[src/rtl/sreu_pkg.sv]
// Shared types, opcodes and constants of the simple RISC execute unit.
package sreu_pkg;

	localparam int DATA_DEPTH_DEF = 1024;
	localparam int REG_COUNT_DEF = 32;
	localparam int PC_W = 10;

	localparam logic [4:0] OP_STOP = 5'd0;
	localparam logic [4:0] OP_ADD = 5'd1;
	localparam logic [4:0] OP_SUB = 5'd2;
	localparam logic [4:0] OP_MUL = 5'd3;
	localparam logic [4:0] OP_DIV = 5'd4;
	localparam logic [4:0] OP_AND = 5'd5;
	localparam logic [4:0] OP_OR = 5'd6;
	localparam logic [4:0] OP_XOR = 5'd7;
	localparam logic [4:0] OP_SHL = 5'd8;
	localparam logic [4:0] OP_SHR = 5'd9;
	localparam logic [4:0] OP_SLT = 5'd10;
	localparam logic [4:0] OP_SLE = 5'd11;
	localparam logic [4:0] OP_SEQ = 5'd12;
	localparam logic [4:0] OP_LOAD = 5'd13;
	localparam logic [4:0] OP_STORE = 5'd14;
	localparam logic [4:0] OP_JMP = 5'd15;
	localparam logic [4:0] OP_BRAZ = 5'd16;
	localparam logic [4:0] OP_BRANZ = 5'd17;
	localparam logic [4:0] OP_SCALL = 5'd18;

	localparam logic [2:0] EV_NONE = 3'd0;
	localparam logic [2:0] EV_SHOW = 3'd1;
	localparam logic [2:0] EV_USER = 3'd2;
	localparam logic [2:0] EV_STOP = 3'd3;
	localparam logic [2:0] EV_BAD = 3'd4;

	// Commands from the controller to the datapath.
	typedef struct packed {
		logic clear_step;  // write one memory word to zero during the clearing pass
		logic load_item;   // capture the request and read source registers
		logic read_mem;    // issue data memory read
		logic start_div;   // start the iterative divider
		logic commit;      // write back and form the result
		logic skip;        // halted: form the held result only
	} sreu_cmd_t;

	// Status from the datapath to the controller.
	typedef struct packed {
		logic clear_done;
		logic is_div;
		logic is_load;
		logic div_busy;
		logic stopped;     // stop or an unknown opcode has executed
	} sreu_sts_t;

endpackage

[src/rtl/sreu_ctrl.sv]
// Controller state machine: clearing pass, item sequencing and handshake.
module sreu_ctrl (
	input  logic                clk,
	input  logic                arst_n,
	input  logic                in_valid,
	output logic                in_ready,
	output logic                out_valid,
	input  logic                out_ready,
	input  sreu_pkg::sreu_sts_t sts,
	output sreu_pkg::sreu_cmd_t cmd
);

	localparam logic [2:0] S_CLEAR = 3'd0;
	localparam logic [2:0] S_IDLE = 3'd1;
	localparam logic [2:0] S_EXEC = 3'd2;
	localparam logic [2:0] S_DIV = 3'd3;
	localparam logic [2:0] S_WB = 3'd4;
	localparam logic [2:0] S_OUT = 3'd5;

	logic [2:0] state_q;
	logic       acc;

	assign in_ready = (state_q == S_IDLE);
	assign out_valid = (state_q == S_OUT);
	assign acc = in_valid && in_ready;

	always_comb begin
		cmd = '0;
		cmd.clear_step = (state_q == S_CLEAR);
		cmd.load_item = acc && !sts.stopped;
		cmd.skip = acc && sts.stopped;
		cmd.read_mem = (state_q == S_EXEC);
		cmd.start_div = (state_q == S_EXEC) && sts.is_div;
		cmd.commit = (state_q == S_WB);
	end

	always_ff @(posedge clk or negedge arst_n) begin
		if (!arst_n) begin
			state_q <= S_CLEAR;
		end else begin
			unique case (state_q)
				S_CLEAR: if (sts.clear_done) state_q <= S_IDLE;
				S_IDLE: if (acc) state_q <= sts.stopped ? S_OUT : S_EXEC;
				S_EXEC: state_q <= sts.is_div ? S_DIV : S_WB;
				S_DIV: if (!sts.div_busy) state_q <= S_WB;
				S_WB: state_q <= S_OUT;
				S_OUT: if (out_ready) state_q <= S_IDLE;
				default: state_q <= S_IDLE;
			endcase
		end
	end

	a_no_accept_busy: assert property (@(posedge clk) disable iff (!arst_n)
		(state_q != S_IDLE) |-> !in_ready) else $error("ready while busy");
	a_commit_then_out: assert property (@(posedge clk) disable iff (!arst_n)
		cmd.commit |=> out_valid) else $error("commit not followed by result");
	a_div_waits: assert property (@(posedge clk) disable iff (!arst_n)
		(state_q == S_DIV && sts.div_busy) |=> !out_valid) else $error("early div result");

endmodule

[config.mk]
export PLATFORM = sky130hd
export DESIGN_NAME = sreu_ctrl
export DESIGN_NICKNAME = d
export VERILOG_FILES = /design/src/rtl/sreu_pkg.sv /design/src/rtl/sreu_ctrl.sv
export SDC_FILE = /design/constraint.sdc
export NUM_CORES = 1
export LEC_CHECK = 0
export BUFFER_PORTS_ARGS = -buffer_cell sky130_fd_sc_hd__buf_4
export CORE_AREA = 2 2 39 41
export CTS_CLUSTER_DIAMETER = 100
export DETAILED_ROUTE_END_ITERATION = 8
export DIE_AREA = 0 0 41 43
export HOLD_SLACK_MARGIN = 0.08
export SLEW_MARGIN = 20
export SYNTH_ARGS = -nofsm -noshare
export SYNTH_HDL_FRONTEND = slang
export SYNTH_SLANG_ARGS = --single-unit
[constraint.sdc]
create_clock -name clk -period 1.86 [get_ports clk]
set_clock_uncertainty 0.1 [all_clocks]
set_input_delay 0.372 -clock clk [delete_from_list [all_inputs] [get_ports clk]]
set_output_delay 0.372 -clock clk [all_outputs]
set_load 0.05 [all_outputs]
==> impl_metrics.yaml, run 1 <==
status:
  status: "finished clean"
run:
  drv_cap: 0
power_and_ir_drop:
  p_per_area_nw_per_um2: 1810
  total_leakage_power_uw: 0.000222
  internal_power_uw: 412
  p_comb_frac: 0.717
  peakVddDrop_mv: 0.886
  power.switching_uw: 437
  p_clk_frac: 0.134
  switching_share: 0.514
  p_seq_frac: 0.149
clock_tree:
  cts_buffers: 3
  cts.path.max_buffers: 2
  htreeDepth: 1
  post-cts-setup-buffers: 0
  clkTransAtPathRegs_ns: 0.04
  cts_root_buffer: "clkbuf_4"
  clock_latency_ns: 0.23
  cts_sinks: 3
  cts_tree: "yes"
synthesis:
  yosysSeqAreaShare: 0.282
  syn_nets: 41
  yosysWarnings: 0
  synth_cell_types: 19
  ys_seq_elements: 3
  syn_inst: 32
  yosysTopAreaCell: "dfrtp_1"
  syn_avg_cell_area_um2: 8.33
  synth.area.top_cells: "dfrtp_1 28%, nor3_1 7.5%, and3b_1 6.6%, a311oi_2 5.6%, and2b_1 5.6%"
  synth_top_area_frac: 0.282
  synthesis.area_um2: 267
die:
  fp.dieArea_um2: 1760
  die_y_um: 43
  core_um2: 1380
  die_w_um: 41
  initial_core_util: 0.193
  num_rows: 14
  boundaryPins: 17
critical_path:
  path_class: "flop to output pin"
  crit_end: "cmd[2]"
  crit_arrival_ns: 1.32
  path_max_fanout: 3
  rrSetupSlack_ns: 0.30
  cp-end-kind: "output pin"
  crit_top_cell: "nor2b_2"
  slowest_stage: "dfrtp_1"
  r2r_start: "state_q[1]"
  crit_path_start: "state_q[1]"
  cp_cell_sequence: "nor2b_2 -> nor2b_2 -> and2_2 -> buf_4"
  cpPeakStageDelay_ns: 0.40
  reg2reg_to: "state_q[0]"
  start_kind: "flop"
  critPathRequiredTime_ns: 1.39
  reg2reg_depth: 4
sta:
  relSlewSlack: 0.705
  finalCritPeriodShare: 0.964
  finalMaxSlewViolations: 0
  fin_ws_ns: 0.0679
  grt_setup_unrepaired: "false"
  period_minus_slack_ns: 1.79
  fmax_mhz: 558
  hold_viol: 0
  tightest_slew_ns: 0.431
  holdWs_ns: 0.341
  setup_viol: 0
finish:
  area_growth_pct: 76.1
  drive_gt1_frac: 0.577
  diodes: 0
  largestRegisters: "state_q (3)"
  nets: 62
  fillers: 150
  final_core_util: 0.339
  largest_reg_flops: 3
  stdcell_area_um2: 469
  largest-register: "state_q"
worst_hold_path:
  min_path_type: "input pin to flop"
  hold_depth: 4
place:
  io_buffers: 15
  dp_hpwl_um: 533
  placed_area_um2: 430
  dp_slack_ns: 0.293
  gp_congestion: 0.714
drt:
  drtIter0Drc: 1
  viasPerCell: 4.43
  dr.pass1.iters: 2
  drc: 0
  vias: 301
  ant_nets: 0
  wl_um: 693
  routedWlPerCell_um: 10.2
global_routing:
  grt_max_degree: 13
  grt-ovfl-total: 0
  grt_pass1_wl_um: 1190
  grt_antenna_before_repair: 0
  grt_pass1_vias: 295
  grt_usage: 0.102
## cell families after synthesis
family,count (synthesis),synth area share
multiplexers,1,0.0376
flip-flops,3,0.282
AND/OR/NAND/NOR,20,0.451
buffers and inverters,3,0.0704
AO/OA/AOI/OAI,5,0.160
## cells in the mapped netlist
master	number
a2111oi_0	1
a21oi_1	1
a221oi_1	1
a311oi_2	1
and2_1	1
and2b_1	2
and3_1	1
and3b_1	2
buf_6	1
clkbuf_1	2
dfrtp_1	3
mux2i_1	1
nand2_1	4
nor2_1	1
nor2b_1	2
nor3_1	4
nor3b_1	2
o21ai_0	1
or3b_1	1
## placed cells by master (no fill, tap or decap)
master / count
mux2i_1: 1
nor3_1: 3
a311oi_2: 1
a221oi_1: 1
a2111oi_0: 1
nor3b_4: 1
dfrtp_1: 3
o21ai_0: 1
nor2_1: 1
and3b_1: 1
and3b_2: 1
nand2_1: 4
and3_2: 1
clkbuf_4: 3
and2_2: 1
and2b_1: 2
clkbuf_1: 1
nor2b_2: 2
a21oi_1: 1
nor3_2: 1
dlygate4sd3_1: 1
nor3b_2: 1
or3b_1: 1
buf_4: 18
## worst max-delay path: cells and delay by family (launching register included)
kind	cells	cell delay [ns]
flops	1	0.40
simple gates	3	0.50
buf+inv	1	0.18
## power groups by stage
| stage | clock [uW] | sequential (uW) | combinational, uW |
|---|---|---|---|
| global route | 125 | 128 | 649 |
| CTS | 116 | 126 | 613 |
| detailed placement | 0 | 127 | 610 |
| finish | 114 | 126 | 609 |
| floorplan | 0 | 123 | 453 |
| global placement | 0 | 124 | 607 |
## worst min path at each step
stage | from | end | slack [ns]
2_1_floorplan | arst_n | state_q[0] | -0.02
3_3_place_gp | arst_n | state_q[1] | 0.06
3_5_place_dp | arst_n | state_q[0] | 0.06
4_1_cts | out_ready | state_q[2] | 0.34
5_1_grt | out_ready | state_q[2] | 0.37
6_report | out_ready | state_q[2] | 0.34
## per-stage QoR
| stage | cells | power (uW) | setup TNS [ns] |
|---|---|---|---|
| after floorplan | 32 | 576 | -0.0971 |
| after global placement | 63 | 731 | 0 |
| after detailed placement | 63 | 737 | 0 |
| after CTS | 68 | 854 | 0 |
| after global routing | 68 | 903 | 0 |
| final | 68 | 849 | 0 |
## what timing repair did
action / 4_1_cts / 5_1_grt
endpoints found under the setup margin: 0 / 1
gates resized for setup: 0 / 1
hold buffers: 1 / 0
endpoints found under the hold margin: 3 / 0
## per-layer routing
layer	up-vias	wire length [um]	global-route usage
met2	8	350	0.138
met4	0	0	0.0600
met1	135	307	0.126
met5	-	0	0
met3	0	35	0.0471
li1	158	-	-
## final cells by class
class | count | area (um^2) | area share
clock buffer | 4 | 26.3 | 0.0560
multi-input combinational | 26 | 203 | 0.432
sequential | 3 | 75.1 | 0.160
tap | 16 | 20.0 | 0.0427
timing repair buffer | 19 | 145 | 0.309
(Power assumes the default switching activity.)
==> inputs of run 2 (changes only) <==
--- a/config.mk
+++ b/config.mk
@@ -6,11 +6,14 @@
 export NUM_CORES = 1
 export LEC_CHECK = 0
 export BUFFER_PORTS_ARGS = -buffer_cell sky130_fd_sc_hd__buf_4
-export CORE_AREA = 2 2 39 41
+export CELL_PAD_IN_SITES_DETAIL_PLACEMENT = 1
+export CELL_PAD_IN_SITES_GLOBAL_PLACEMENT = 2
+export CORE_MARGIN = 2
+export CORE_UTILIZATION = 19
 export CTS_CLUSTER_DIAMETER = 100
 export DETAILED_ROUTE_END_ITERATION = 8
-export DIE_AREA = 0 0 41 43
 export HOLD_SLACK_MARGIN = 0.08
+export PLACE_DENSITY_LB_ADDON = 0.1
 export SLEW_MARGIN = 20
 export SYNTH_ARGS = -nofsm -noshare
 export SYNTH_HDL_FRONTEND = slang
==> impl_metrics.yaml, run 2 (synthesis results as in run 1) <==
status:
  status: "finished clean"
finish:
  fillers: 171
  layout_common_cells: "20 x buf_4, 4 x nand2_1, 3 x nor3_1, 3 x clkbuf_4, 3 x dfrtp_2"
  final_common_cell: "buf_4"
  multi_input_area_um2: 203
  layoutNonFillerInstCount: 70
  area_growth_pct: 86.9
  largest-register: "state_q"
  stdcell_area_um2: 498
  drive_gt1_frac: 0.655
  ff_latch_area_um2: 78.8
  nets: 65
  largest_reg_flops: 3
  largestRegisters: "state_q (3)"
  diodes: 0
sta:
  fmax_mhz: 556
  finalCritPeriodShare: 0.966
  setup_viol: 0
  fin_ws_ns: 0.0630
  grt_setup_unrepaired: "false"
  relSlewSlack: 0.665
  period_minus_slack_ns: 1.80
  tightest_slew_ns: 0.489
  setup_tns_ns: 0
  hold_viol: 0
  finalMaxSlewViolations: 0
clock_tree:
  cts_buffers: 3
  htreeDepth: 1
  clkTransAtPathRegs_ns: 0.04
  cts_sinks: 3
  cts_root_buffer: "clkbuf_4"
  cts_tree: "yes"
  cts.path.max_buffers: 2
  clock_latency_ns: 0.24
drt:
  viasPerCell: 4.57
  drtIter0Drc: 0
  vias: 320
  dr.pass1.iters: 1
  drc: 0
  wl_um: 853
  ant_nets: 0
  routedWlPerCell_um: 12.2
power_and_ir_drop:
  total_power_uw: 907
  p_per_area_nw_per_um2: 1820
  peakVddDrop_mv: 0.782
  total_leakage_power_uw: 0.000235
global_routing:
  grt_pass1_vias: 351
  grt-ovfl-total: 0
  grt_max_degree: 8
  grt_usage: 0.119
  grt_antenna_before_repair: 0
  grt_pass1_wl_um: 1570
die:
  initial_core_util: 0.205
  boundaryPins: 17
  die_y_um: 41.5
  fp.dieArea_um2: 1720
  die_w_um: 41.5
  core_um2: 1300
  num_rows: 13
critical_path:
  start_kind: "flop"
  path_class: "flop to output pin"
  reg2reg_depth: 4
  crit_arrival_ns: 1.33
  critPathRequiredTime_ns: 1.39
  cp-end-kind: "output pin"
  path_max_fanout: 5
run:
  drv_cap: 0
place:
  placed_area_um2: 429
  dp.cells: 62
  gp_congestion: 0.724
  io_buffers: 15
  dp_hpwl_um: 690
  dp_slack_ns: 0.190
worst_hold_path:
  min_path_type: "input pin to flop"
  hold_depth: 4
-- run 2: report_power, final --
group	internal, uW	switching, uW
Clock	80.5	35.7
Combinational	271	367
Sequential	102	50.9
Total	454	454
-- run 2: worst max-delay path, stage by stage, from the launching register on --
cell and delay (ns):
dfrtp_2 0.43, nor2b_2 0.17, nor2b_2 0.15, and2_2 0.19, buf_6 0.15
-- run 2: path summary, 6_finish.rpt --
path	start	endpoint	slack, ns
max	state_q[1]	cmd[2]	0.06
min	out_ready	state_q[2]	0.34
max reg2reg	state_q[2]	state_q[0]	0.33
min reg2reg	state_q[2]	state_q[1]	0.61
max in group asynchronous	arst_n	state_q[2]	1.20
min in group asynchronous	arst_n	state_q[1]	0.36
-- run 2: final cells by class --
| type | instances | share of cell area |
|---|---|---|
| clock buffer | 4 | 0.0528 |
| multi-input combinational | 26 | 0.407 |
| sequential | 3 | 0.158 |
| tap | 15 | 0.0377 |
| timing repair buffer | 22 | 0.344 |
-- run 2: routing by layer --
metal | vias to the layer above | GRT usage | routed length, um | part of all wire
li1 | 163 | - | - | -
met5 | - | 0 | 0 | 0
met3 | 0 | 0.0435 | 69 | 0.081
met1 | 144 | 0.132 | 356 | 0.42
met2 | 13 | 0.181 | 427 | 0.50
met4 | 0 | 0.0968 | 0 | 0
-- run 2: through the flow --
stage,hold WS [ns],utilization
after CTS,0.340,0.366
after floorplan,-0.0236,-
final,0.337,0.383
after detailed placement,0.0657,0.330
after global routing,0.370,0.383
after global placement,0.0594,0.330
-- run 2: repair_timing --
action	4_1_cts	5_1_grt
endpoints found under the setup margin	2	2
setup buffers	1	2
endpoints found under the hold margin	3	0
hold buffers	1	0
gates resized for setup	3	2
